[config.mk]
export PLATFORM = sky130hd
export DESIGN_NAME = countdown_timer_bank
export DESIGN_NICKNAME = d
export VERILOG_FILES = /design/src/rtl/ctb_pkg.sv /design/src/rtl/ctb_cell.sv /design/src/rtl/countdown_timer_bank.sv
export VERILOG_INCLUDE_DIRS = /design/src /design/src/rtl
export SDC_FILE = /design/constraint.sdc
export NUM_CORES = 2
export LEC_CHECK = 0
export CORE_MARGIN = 5
export CORE_UTILIZATION = 40
export CTS_CLUSTER_DIAMETER = 60
export DETAILED_ROUTE_END_ITERATION = 16
export DONT_BUFFER_PORTS = 1
export GPL_ROUTABILITY_DRIVEN = 0
export GPL_TIMING_DRIVEN = 1
export MAX_ROUTING_LAYER = met4
export PLACE_DENSITY = 0.57
export SLEW_MARGIN = 10
export SYNTH_ARGS = -nofsm -noshare
export SYNTH_HDL_FRONTEND = slang
export SYNTH_SLANG_ARGS = --single-unit
[constraint.sdc]
create_clock -name clock -period 2.45 [get_ports clock]
set_input_delay 0 -clock clock [delete_from_list [all_inputs] [get_ports clock]]
set_output_delay 0 -clock clock [all_outputs]
set_load 0.02 [all_outputs]
[src/rtl/countdown_timer_bank_assert.svh]
// Assertion macros used by the countdown timer bank top level.
`ifndef COUNTDOWN_TIMER_BANK_ASSERT_SVH
`define COUNTDOWN_TIMER_BANK_ASSERT_SVH

// The condition must hold at every clock edge outside reset.
`define CTB_ASSERT_ALWAYS(label, clk, rst, cond, msg) \
   label: assert property (@(posedge clk) disable iff (rst) (cond)) \
      else $error(msg);

// When the antecedent holds, the consequent must hold in the same cycle.
`define CTB_ASSERT_SAME(label, clk, rst, pre, post, msg) \
   label: assert property (@(posedge clk) disable iff (rst) (pre) |-> (post)) \
      else $error(msg);

// When the antecedent holds, the consequent must hold in the next cycle.
`define CTB_ASSERT_NEXT(label, clk, rst, pre, post, msg) \
   label: assert property (@(posedge clk) disable iff (rst) (pre) |=> (post)) \
      else $error(msg);

`endif

[src/rtl/ctb_pkg.sv]
// Types and constants shared by the countdown timer bank modules.
package ctb_pkg;

   localparam int NUM_CHANNELS = 16;
   localparam int COUNT_WIDTH  = 32;
   localparam int CHAN_WIDTH   = 5;

   typedef logic [COUNT_WIDTH-1:0]  count_type;
   typedef logic [CHAN_WIDTH-1:0]   chan_type;
   typedef logic [NUM_CHANNELS-1:0] mask_type;

   typedef enum logic [1:0] {
      CMD_TICK     = 2'd0,
      CMD_REGISTER = 2'd1,
      CMD_ALLOCATE = 2'd2,
      CMD_QUERY    = 2'd3
   } cmd_type;

   // One command and its partial result as it travels down the chain of cells.
   typedef struct packed {
      logic      valid;
      cmd_type   cmd;
      chan_type  channel;
      count_type period;
      logic      handler_present;
      logic      accepted;
      logic      found;
      chan_type  found_channel;
      logic      is_free;
      mask_type  fired;
   } link_type;

endpackage

[src/rtl/ctb_cell.sv]
// One timer channel: its count and flag bits, acting on the command passing by.
module ctb_cell
   import ctb_pkg::*;
(
   input  logic     clock,
   input  logic     reset,
   input  chan_type cell_index,
   input  logic     hold,
   input  link_type link_in,
   output link_type link_out
);

   count_type count_ff, count_in;
   logic      active_ff, active_in;
   logic      armed_ff, armed_in;
   logic      handler_ff, handler_in;
   link_type  link_ff, link_next_in;

   logic      chan_match;
   count_type count_dec;

   assign chan_match = (link_in.channel == cell_index);
   assign count_dec  = count_ff - COUNT_WIDTH'(1);

   // State update for this channel.
   always_comb begin
      count_in   = count_ff;
      active_in  = active_ff;
      armed_in   = armed_ff;
      handler_in = handler_ff;
      if (link_in.valid) begin
         case (link_in.cmd)
            CMD_TICK: begin
               if (active_ff && (count_ff != '0)) begin
                  count_in = count_dec;
               end
            end
            CMD_REGISTER: begin
               if (chan_match) begin
                  count_in   = link_in.period;
                  handler_in = link_in.handler_present;
                  active_in  = 1'b1;
               end
            end
            CMD_ALLOCATE: begin
               if (!link_in.found && !armed_ff) begin
                  armed_in   = 1'b1;
                  count_in   = '0;
                  handler_in = 1'b0;
               end
            end
            default: begin
            end
         endcase
      end
   end

   // Partial result handed to the next cell.
   always_comb begin
      link_next_in = link_in;
      if (link_in.valid) begin
         case (link_in.cmd)
            CMD_TICK: begin
               if (active_ff && handler_ff && (count_ff == COUNT_WIDTH'(1))) begin
                  link_next_in.fired = link_in.fired | (mask_type'(1) << cell_index);
               end
            end
            CMD_REGISTER: begin
               if (chan_match) begin
                  link_next_in.accepted = 1'b1;
               end
            end
            CMD_ALLOCATE: begin
               if (!link_in.found && !armed_ff) begin
                  link_next_in.found         = 1'b1;
                  link_next_in.found_channel = cell_index;
               end
            end
            CMD_QUERY: begin
               if (chan_match && (count_ff == '0)) begin
                  link_next_in.is_free = 1'b1;
               end
            end
            default: begin
            end
         endcase
      end
   end

   always_ff @(posedge clock) begin
      if (reset) begin
         count_ff   <= '0;
         active_ff  <= 1'b0;
         armed_ff   <= 1'b0;
         handler_ff <= 1'b0;
         link_ff    <= '0;
      end else begin
         count_ff   <= count_in;
         active_ff  <= active_in;
         armed_ff   <= armed_in;
         handler_ff <= handler_in;
         if (!hold) begin
            link_ff <= link_next_in;
         end
      end
   end

   assign link_out = link_ff;

endmodule

[src/rtl/countdown_timer_bank.sv]
// Countdown timer bank: sixteen channels kept in a chain of cells.
// A command walks the chain one cell per cycle, unless an untaken result stalls the
// chain at its end; while one is in flight, the next command is taken only as it leaves
// the end of the chain, so the block never holds more than one command.
// Synchronous reset clears every count and flag bit and empties the chain.
module countdown_timer_bank
   import ctb_pkg::*;
(
   input  logic        clock,
   input  logic        reset,
   input  logic        req_tvalid,
   output logic        req_tready,
   input  logic [39:0] req_tdata,   // channel[4:0], period[36:5], handler_present[37]
   input  logic [1:0]  req_tuser,   // command[1:0]
   output logic        rsp_tvalid,
   input  logic        rsp_tready,
   output logic [23:0] rsp_tdata    // accepted[0], found_channel[5:1], is_free[6],
                                    // fired_mask[22:7]
);

`include "countdown_timer_bank_assert.svh"

   logic        busy_ff, busy_in;
   logic        rsp_valid_ff, rsp_valid_in;
   logic [23:0] rsp_data_ff, rsp_data_in;

   link_type chain [NUM_CHANNELS:0];
   link_type entry;
   link_type tail;
   logic     req_fire;
   logic     hold;
   logic     load;
   cmd_type  req_cmd;
   mask_type chain_valid;

   assign req_cmd = cmd_type'(req_tuser);
   assign tail    = chain[NUM_CHANNELS];
   assign hold    = tail.valid && rsp_valid_ff && !rsp_tready;
   assign load    = tail.valid && !hold;

   assign req_tready = !busy_ff || load;
   assign req_fire   = req_tvalid && req_tready;

   always_comb begin
      entry                 = '0;
      entry.valid           = req_fire;
      entry.cmd             = req_cmd;
      entry.channel         = req_tdata[4:0];
      entry.period          = COUNT_WIDTH'(req_tdata[36:5]);
      entry.handler_present = req_tdata[37];
      if (req_cmd == CMD_ALLOCATE) begin
         entry.found_channel = CHAN_WIDTH'(NUM_CHANNELS);
      end
   end

   assign chain[0] = entry;

   for (genvar i = 0; i < NUM_CHANNELS; i++) begin : g_cell
      ctb_cell u_cell (
         .clock      (clock),
         .reset      (reset),
         .cell_index (CHAN_WIDTH'(i)),
         .hold       (hold),
         .link_in    (chain[i]),
         .link_out   (chain[i+1])
      );
      assign chain_valid[i] = chain[i+1].valid;
   end

   always_comb begin
      busy_in = busy_ff;
      if (load) begin
         busy_in = 1'b0;
      end
      if (req_fire) begin
         busy_in = 1'b1;
      end
   end

   always_comb begin
      rsp_valid_in = rsp_valid_ff;
      rsp_data_in  = rsp_data_ff;
      if (rsp_valid_ff && rsp_tready) begin
         rsp_valid_in = 1'b0;
      end
      if (load) begin
         rsp_valid_in = 1'b1;
         rsp_data_in  = {1'b0, 16'(tail.fired), tail.is_free, tail.found_channel,
                         tail.accepted};
      end
   end

   always_ff @(posedge clock) begin
      if (reset) begin
         busy_ff      <= 1'b0;
         rsp_valid_ff <= 1'b0;
      end else begin
         busy_ff      <= busy_in;
         rsp_valid_ff <= rsp_valid_in;
      end
   end

   always_ff @(posedge clock) begin
      rsp_data_ff <= rsp_data_in;
   end

   assign rsp_tvalid = rsp_valid_ff;
   assign rsp_tdata  = rsp_data_ff;

   // Only one command is ever in flight along the chain.
   `CTB_ASSERT_ALWAYS(a_one_in_flight, clock, reset, $countones(chain_valid) <= 1,
                      "more than one command in the cell chain")
   // A command in the chain means the block reports busy.
   `CTB_ASSERT_SAME(a_chain_busy, clock, reset, chain_valid != '0, busy_ff,
                    "command in chain while not busy")
   // A fresh transfer in closes the input until the chain drains.
   `CTB_ASSERT_NEXT(a_accept_closes, clock, reset, req_fire, !req_tready,
                    "input still open right after a transfer")
   // A new result only comes from the end of the chain.
   `CTB_ASSERT_SAME(a_rsp_source, clock, reset, $rose(rsp_tvalid), $past(tail.valid),
                    "result appeared without a command leaving the chain")
   // A result's found channel never exceeds NUM_CHANNELS, the value an allocate leaves when no channel is free.
   `CTB_ASSERT_ALWAYS(a_found_range, clock, reset,
                      !rsp_tvalid || (rsp_tdata[5:1] <= CHAN_WIDTH'(NUM_CHANNELS)),
                      "found channel out of range")

endmodule
---- Word level (Yosys, flattened, before mapping) ----
Cells that the tools add are included.
operators by class
  $add $sub $neg .......................... 16
  eq/ne operators ......................... 127
  multiplexer cells ....................... 261
  reductions and logical operators ........ 265
operator list
  cell                                                    count
  two-way mux 32 bit                                      48
  case mux 32 bit (3 select lines)                        16
  equality test 32 x 1 -> 1 bit (second input constant)   16
  zero test 32 bit                                        16
  nonzero test 32 bit                                     16
  subtractor 32 x 1 -> 32 bit (second input constant)     16
  two-way mux 24 bit                                      16
  two-way mux 6 bit                                       34
  two-way mux 1 bit                                       102
  inequality test 2 x 1 -> 1 bit (second input constant)  47
  AND reduction 3 bit                                     31
  logical AND 1 bit                                       84
  AND reduction 5 bit                                     16
  equality test 2 bit (second input constant)             32
  AND reduction 4 bit                                     16
  nonzero test 3 bit                                      16
  equality test 5 x 4 -> 1 bit (second input constant)    8
  nonzero test 2 bit                                      18
  zero test 1 bit                                         33
  equality test 2 x 1 -> 1 bit (second input constant)    16
  zero test 2 bit                                         16
  two-way mux 16 bit                                      2
  case mux 1 bit (2 select lines)                         16
  two-way mux 15 bit                                      2
  19 further kinds                                        36
storage, ports and cells
  flip-flop bits (word level) ............. 1584
  bits of input ports ..................... 46
  output and inout port bits .............. 26
  logic and storage cells ................. 891

---- Depth between registers and ports, before layout ----
  word-level depth ........................ 7
  depth in mapped cells ................... 11
  mapped depth without buffers ............ 8

---- Cells and area by module ----
A second synthesis with hierarchy kept.
second synthesis, totals
  cell total of the unflattened synthesis .. 9603
  area total of the unflattened synthesis .. 79214.7 sq um
modules (own cells, without submodules)
  module                           instances  cells an instance  area an instance (sq um)  sequential area each (sq um)
  ctb_cell (g_cell[1].u_cell ...)  8          599                4882.2                    2001.9
  ctb_cell (g_cell[0].u_cell ...)  7          594                4872.2                    2001.9
  ctb_cell (g_cell[9].u_cell)      1          612                5223.8                    2001.9
  countdown_timer_bank             1          41                 828.3                     730.7

---- Least setup slack after synthesis ----
OpenSTA, ideal clock, no wires.
  path kind ............................... reg-to-reg
  from .................................... register g_cell[5].u_cell.count_ff[0]
  to ...................................... register g_cell[5].u_cell.count_ff[18]
  library setup time ...................... 0.132 ns
  data arrival time ....................... 2.527 ns
  data required time ...................... 2.318 ns
  setup slack ............................. -0.209 ns
  stages on the path, launching flop included .. 12
  path buffers ............................ 3
  clock period less this slack ............ 2.659 ns
  path through ............................ dfxtp_1 -> inv_1 -> ha_1 -> or4b_2 -> clkbuf_1 -> nor4_4 -> and4b_1 -> o32ai_1 -> clkbuf_1 -> buf_2 -> nand2_1 -> a21oi_1
on the way
  word-level cells in the longest chain between the ends .. 4
  elaborated cells on any way between the ends .. 7
  classes of those cells .................. add/sub: 1; eq/ne: 1; mux: 2; reduce/logical: 3
ends and longest elaborated chain
  what                                                                 RTL line        text
  from (decl)                                                          ctb_cell.sv:13  count_type count_ff, count_in;
  from (signal assigned)                                               ctb_cell.sv:98  count_ff <= count_in;
  branches (longest 4 deep; another with subtractor 32 x 1 -> 32 bit)  --
Parallel ways; which one is timed is not known. The select of a mux whose other input is x is not followed.
A chain may end at the register's enable or synchronous reset.

---- Final worst setup path ----
  from .................................... register g_cell[14].u_cell.count_ff[22]
  to ...................................... register g_cell[14].u_cell.count_ff[20]
on the way
  word-level cells in the longest chain between the ends .. 4
ends and longest elaborated chain
  what                                      RTL line        text
  from (decl)                               ctb_cell.sv:13
  from (signal assigned)                    ctb_cell.sv:98
  nonzero test 32 bit                       ctb_cell.sv:34  if (active_ff && (count_ff != '0)) begin
  logical AND 1 bit                         ctb_cell.sv:34
  inequality test 2 x 1 -> 1 bit (no line)  --
  AND reduction 5 bit (no line)             --
No other way between the ends.

==> results.toml <==
[status]
status = "finished, violations left"
violations = "hold timing, setup timing"

[sta]
hold_slack_ps = -677
fin_tns_setup_ps = -5750
rsz0062_at_grt = "true"
setup_ws_ps = -142
finalSetupViolCount = 101
worstMarginPinSlew_ps = 1250
maxSlewViolCount = 0
fin_skew_ps = 27.2
fin_crit_sh_pct = 106
fmax_mhz = 386
finalHoldViolCount = 130
slew_headroom_pct = 16.7
period_needed_ps = 2590

[global_route]
grt_antenna_before_repair = 1
grt_overflow_total = 0
grt_max_degree = 1359
grt_pass1_wl_um = 353000
grt_pass1_vias = 63700
track_usage_pct = 25.2

[power_and_ir_drop]
ir_worst_vdd_uv = 732
power_frac_seq_pct = 46.4
p_sw_share_pct = 23.6
power.total_mw = 51.7
combPwrFrac_pct = 4.5
power.leakage_nw = 34.1
clkPwrFrac_pct = 49.1
p_sw_mw = 12.2
p_int_mw = 39.5
powerDensity_nw_per_um2 = 591

[clock_network]
cts_made_buffers = 164
clock-sinks = 1449
clk_pin_slew_ps = 60
cts_buffer_depth = 3
htreeDepth = 4
cts-root-buf = "clkbuf_16"
clk_latency_ps = 810
cts_tree = "done"

[place]
dp_hpwl_um = 147000
port_buffers = 0

[synth]
synth-edff-count = 23
synthArstFlopShare_pct = 0
synth_warnings = 0
syn_area_per_cell_um2 = 7.48
synth_nets = 9047
synth_top_cell_by_area = "dfxtp_1"
synthTopCellsByCount = "nand2_1 (2,113), a21oi_1 (1,434), dfxtp_1 (1,426)"
netlist_area_um2 = 66600
synth-main-ff-cell = "dfxtp_1"
ys_seq_area_share_pct = 43.9
synthTopCellsByArea = "dfxtp_1 (43%), nand2_1 (12%), a21oi_1 (11%)"
synth_top_area_share_pct = 42.8
synth_most_common_cell = "nand2_1"
synth_cells = 8904
synth_cell_types = 89
ys_seq_elements = 1449

[routing]
routed_wl_um = 234000
vias = 68700
vias_per_cell = 5.69
remaining_drc_errors = 0
drt-initial-drc-count = 6788
first_pass_iters = 6
postRouteAntennaNets = 0
routedWlPerCell_um = 19.4

[critical_path]
ff2ff_setup_slack_ps = -140
cp.required_ps = 3090
worstRegToRegCells = 8
crit_type = "flip-flop to flip-flop"
cp-start-kind = "flip-flop"
end_kind = "flip-flop"
reg2reg_to = "g_cell[14].u_cell.count_ff[20]"
path_max_fanout = 8
arrival_ps = 3230
r2r_start = "g_cell[14].u_cell.count_ff[22]"

[layout]
area_growth_pct = 31.3
final_net_count = 9895
diodes = 0
drive_gt1_share_pct = 13.5

[job]
maxCapViolCount = 0

[hold_path]
min_path_cells = 1
whs_endpoint = "g_cell[7].u_cell.count_ff[5]"
hold_start = "reset"
hold_path.class = "input pin to flip-flop"

[floorplan]
fp.dieW_um = 418
rows = 149
pin_count = 72
die_h_um = 418
core_um2 = 165000
start_util_pct = 40.3
die_area_um2 = 175000
==> layer usage <==
| layer | GRT usage (%) | vias up | part of all wire, % |
|---|---|---|---|
| met5 | - | - | 0 |
| met4 | 9.24 | 0 | 3.8 |
| met3 | 2.89 | 485 | 5.7 |
| met2 | 40.5 | 2260 | 47 |
| met1 | 32.8 | 32900 | 43 |
| li1 | - | 33100 | - |
==> what timing repair did <==
action                                  CTS  global route
setup endpoints to repair               119           649
setup buffers                             1            36
gates resized for setup                  41           417
hold buffers                            679            15
gates cloned                              4            35
pin swaps                                 8           173
endpoints found under the hold margin  1363           252
==> through the flow <==
step | std cells | worst slack [ps] | util [%] | instance area [um^2]
after floorplan | 8904 | -29.0 | - | 66800
after global placement | 11000 | -144 | 43.6 | 72100
after detailed placement | 11000 | -186 | 43.6 | 72100
after CTS | 12000 | -123 | 51.3 | 84800
after global routing | 12100 | -183 | 52.9 | 87500
final | 12100 | -142 | 52.9 | 87500
==> worst max path at each step <==
stage,from,to
3_5_place_dp,g_cell[14].u_cell.count_ff[19],g_cell[14].u_cell.count_ff[12]
6_report,g_cell[14].u_cell.count_ff[22],g_cell[14].u_cell.count_ff[20]
2_1_floorplan,g_cell[1].u_cell.count_ff[4],g_cell[1].u_cell.count_ff[29]
4_1_cts,g_cell[14].u_cell.count_ff[19],g_cell[14].u_cell.count_ff[12]
3_3_place_gp,g_cell[14].u_cell.count_ff[19],g_cell[14].u_cell.count_ff[12]
5_1_grt,g_cell[14].u_cell.count_ff[22],g_cell[14].u_cell.count_ff[28]
==> cells by family (layout without fill, tap and decap cells) <==
logic type	Yosys count	in the layout	share of synthesized area [%]
xor gates and xnor gates	64	64	0.841
muxes	5	5	0.0751
and+or+nand+nor	3820	3821	25.2
buffers and inverters	797	1774	4.61
adders and majority gates	97	97	1.82
other	1	1	0.00563
AOI/OAI and AO/OA	2671	2671	23.6
DFF	1449	1449	43.9
==> worst max-delay path, stage by stage (launching register included) <==
cell and delay (ps):
dfxtp_2 320, or4_4 530, or4b_4 520, nor4_4 360
buf_4 180, o32ai_4 120, clkbuf_16 220, o211ai_1 90
a21oi_1 80
==> power by group through the flow <==
stage	logic (mW)	registers [mW]	clock network [mW]
2_1_floorplan	1.40	24.4	0
3_3_place_gp	1.57	24.5	0
3_5_place_dp	1.59	24.5	0
4_1_cts	1.82	24.0	25.8
5_1_grt	2.51	24.0	26.9
6_report	2.33	24.0	25.4
==> cell usage in the layout, fill, tap and decap left out, types with 31 or more instances in the layout <==
cell	netlist	final
nor3_1	263	249
a211oi_1	58	54
buf_4	10	512
o21ai_1	2	46
nor2_1	657	650
or3_1	50	45
or4_1	63	44
o21ai_2	0	40
nand2_1	2113	2073
dlygate4sd3_1	0	685
a32o_1	67	67
a21oi_2	0	44
inv_1	132	126
o21ai_0	546	461
a31oi_1	52	51
or2_2	41	33
o31ai_1	63	61
a22o_1	76	76
a31o_2	32	31
and3_1	56	56
xor2_1	36	36
a22oi_1	60	60
clkbuf_8	0	32
dfxtp_1	1426	1411
o41ai_1	40	39
nand3_1	185	178
a21oi_1	1434	1389
buf_12	0	55
nand4_1	63	63
nor4_1	154	135
clkbuf_16	0	192
buf_6	1	33
ha_1	97	91
==> area by class of cell <==
class | count | area [um^2]
fillers | 15600 | 77800
flip-flops and latches | 1449 | 29300
clock buffers | 225 | 4720
multi-input cells | 6659 | 35900
clock inverters | 71 | 856
well taps | 2189 | 2740
repair buffers | 1342 | 13600
inverters | 136 | 513
==> flip-flops by register name, summed over array words and instances, names as in the netlist <==
register,cells
g_cell.u_cell.handler_ff,16
busy_ff,1
rsp_tdata,23
g_cell.u_cell.active_ff,16
g_cell.u_cell.armed_ff,16
g_cell.u_cell.count_ff,512
g_cell.u_cell.link_out,864
rsp_tvalid,1
(Power assumes the default switching activity.)
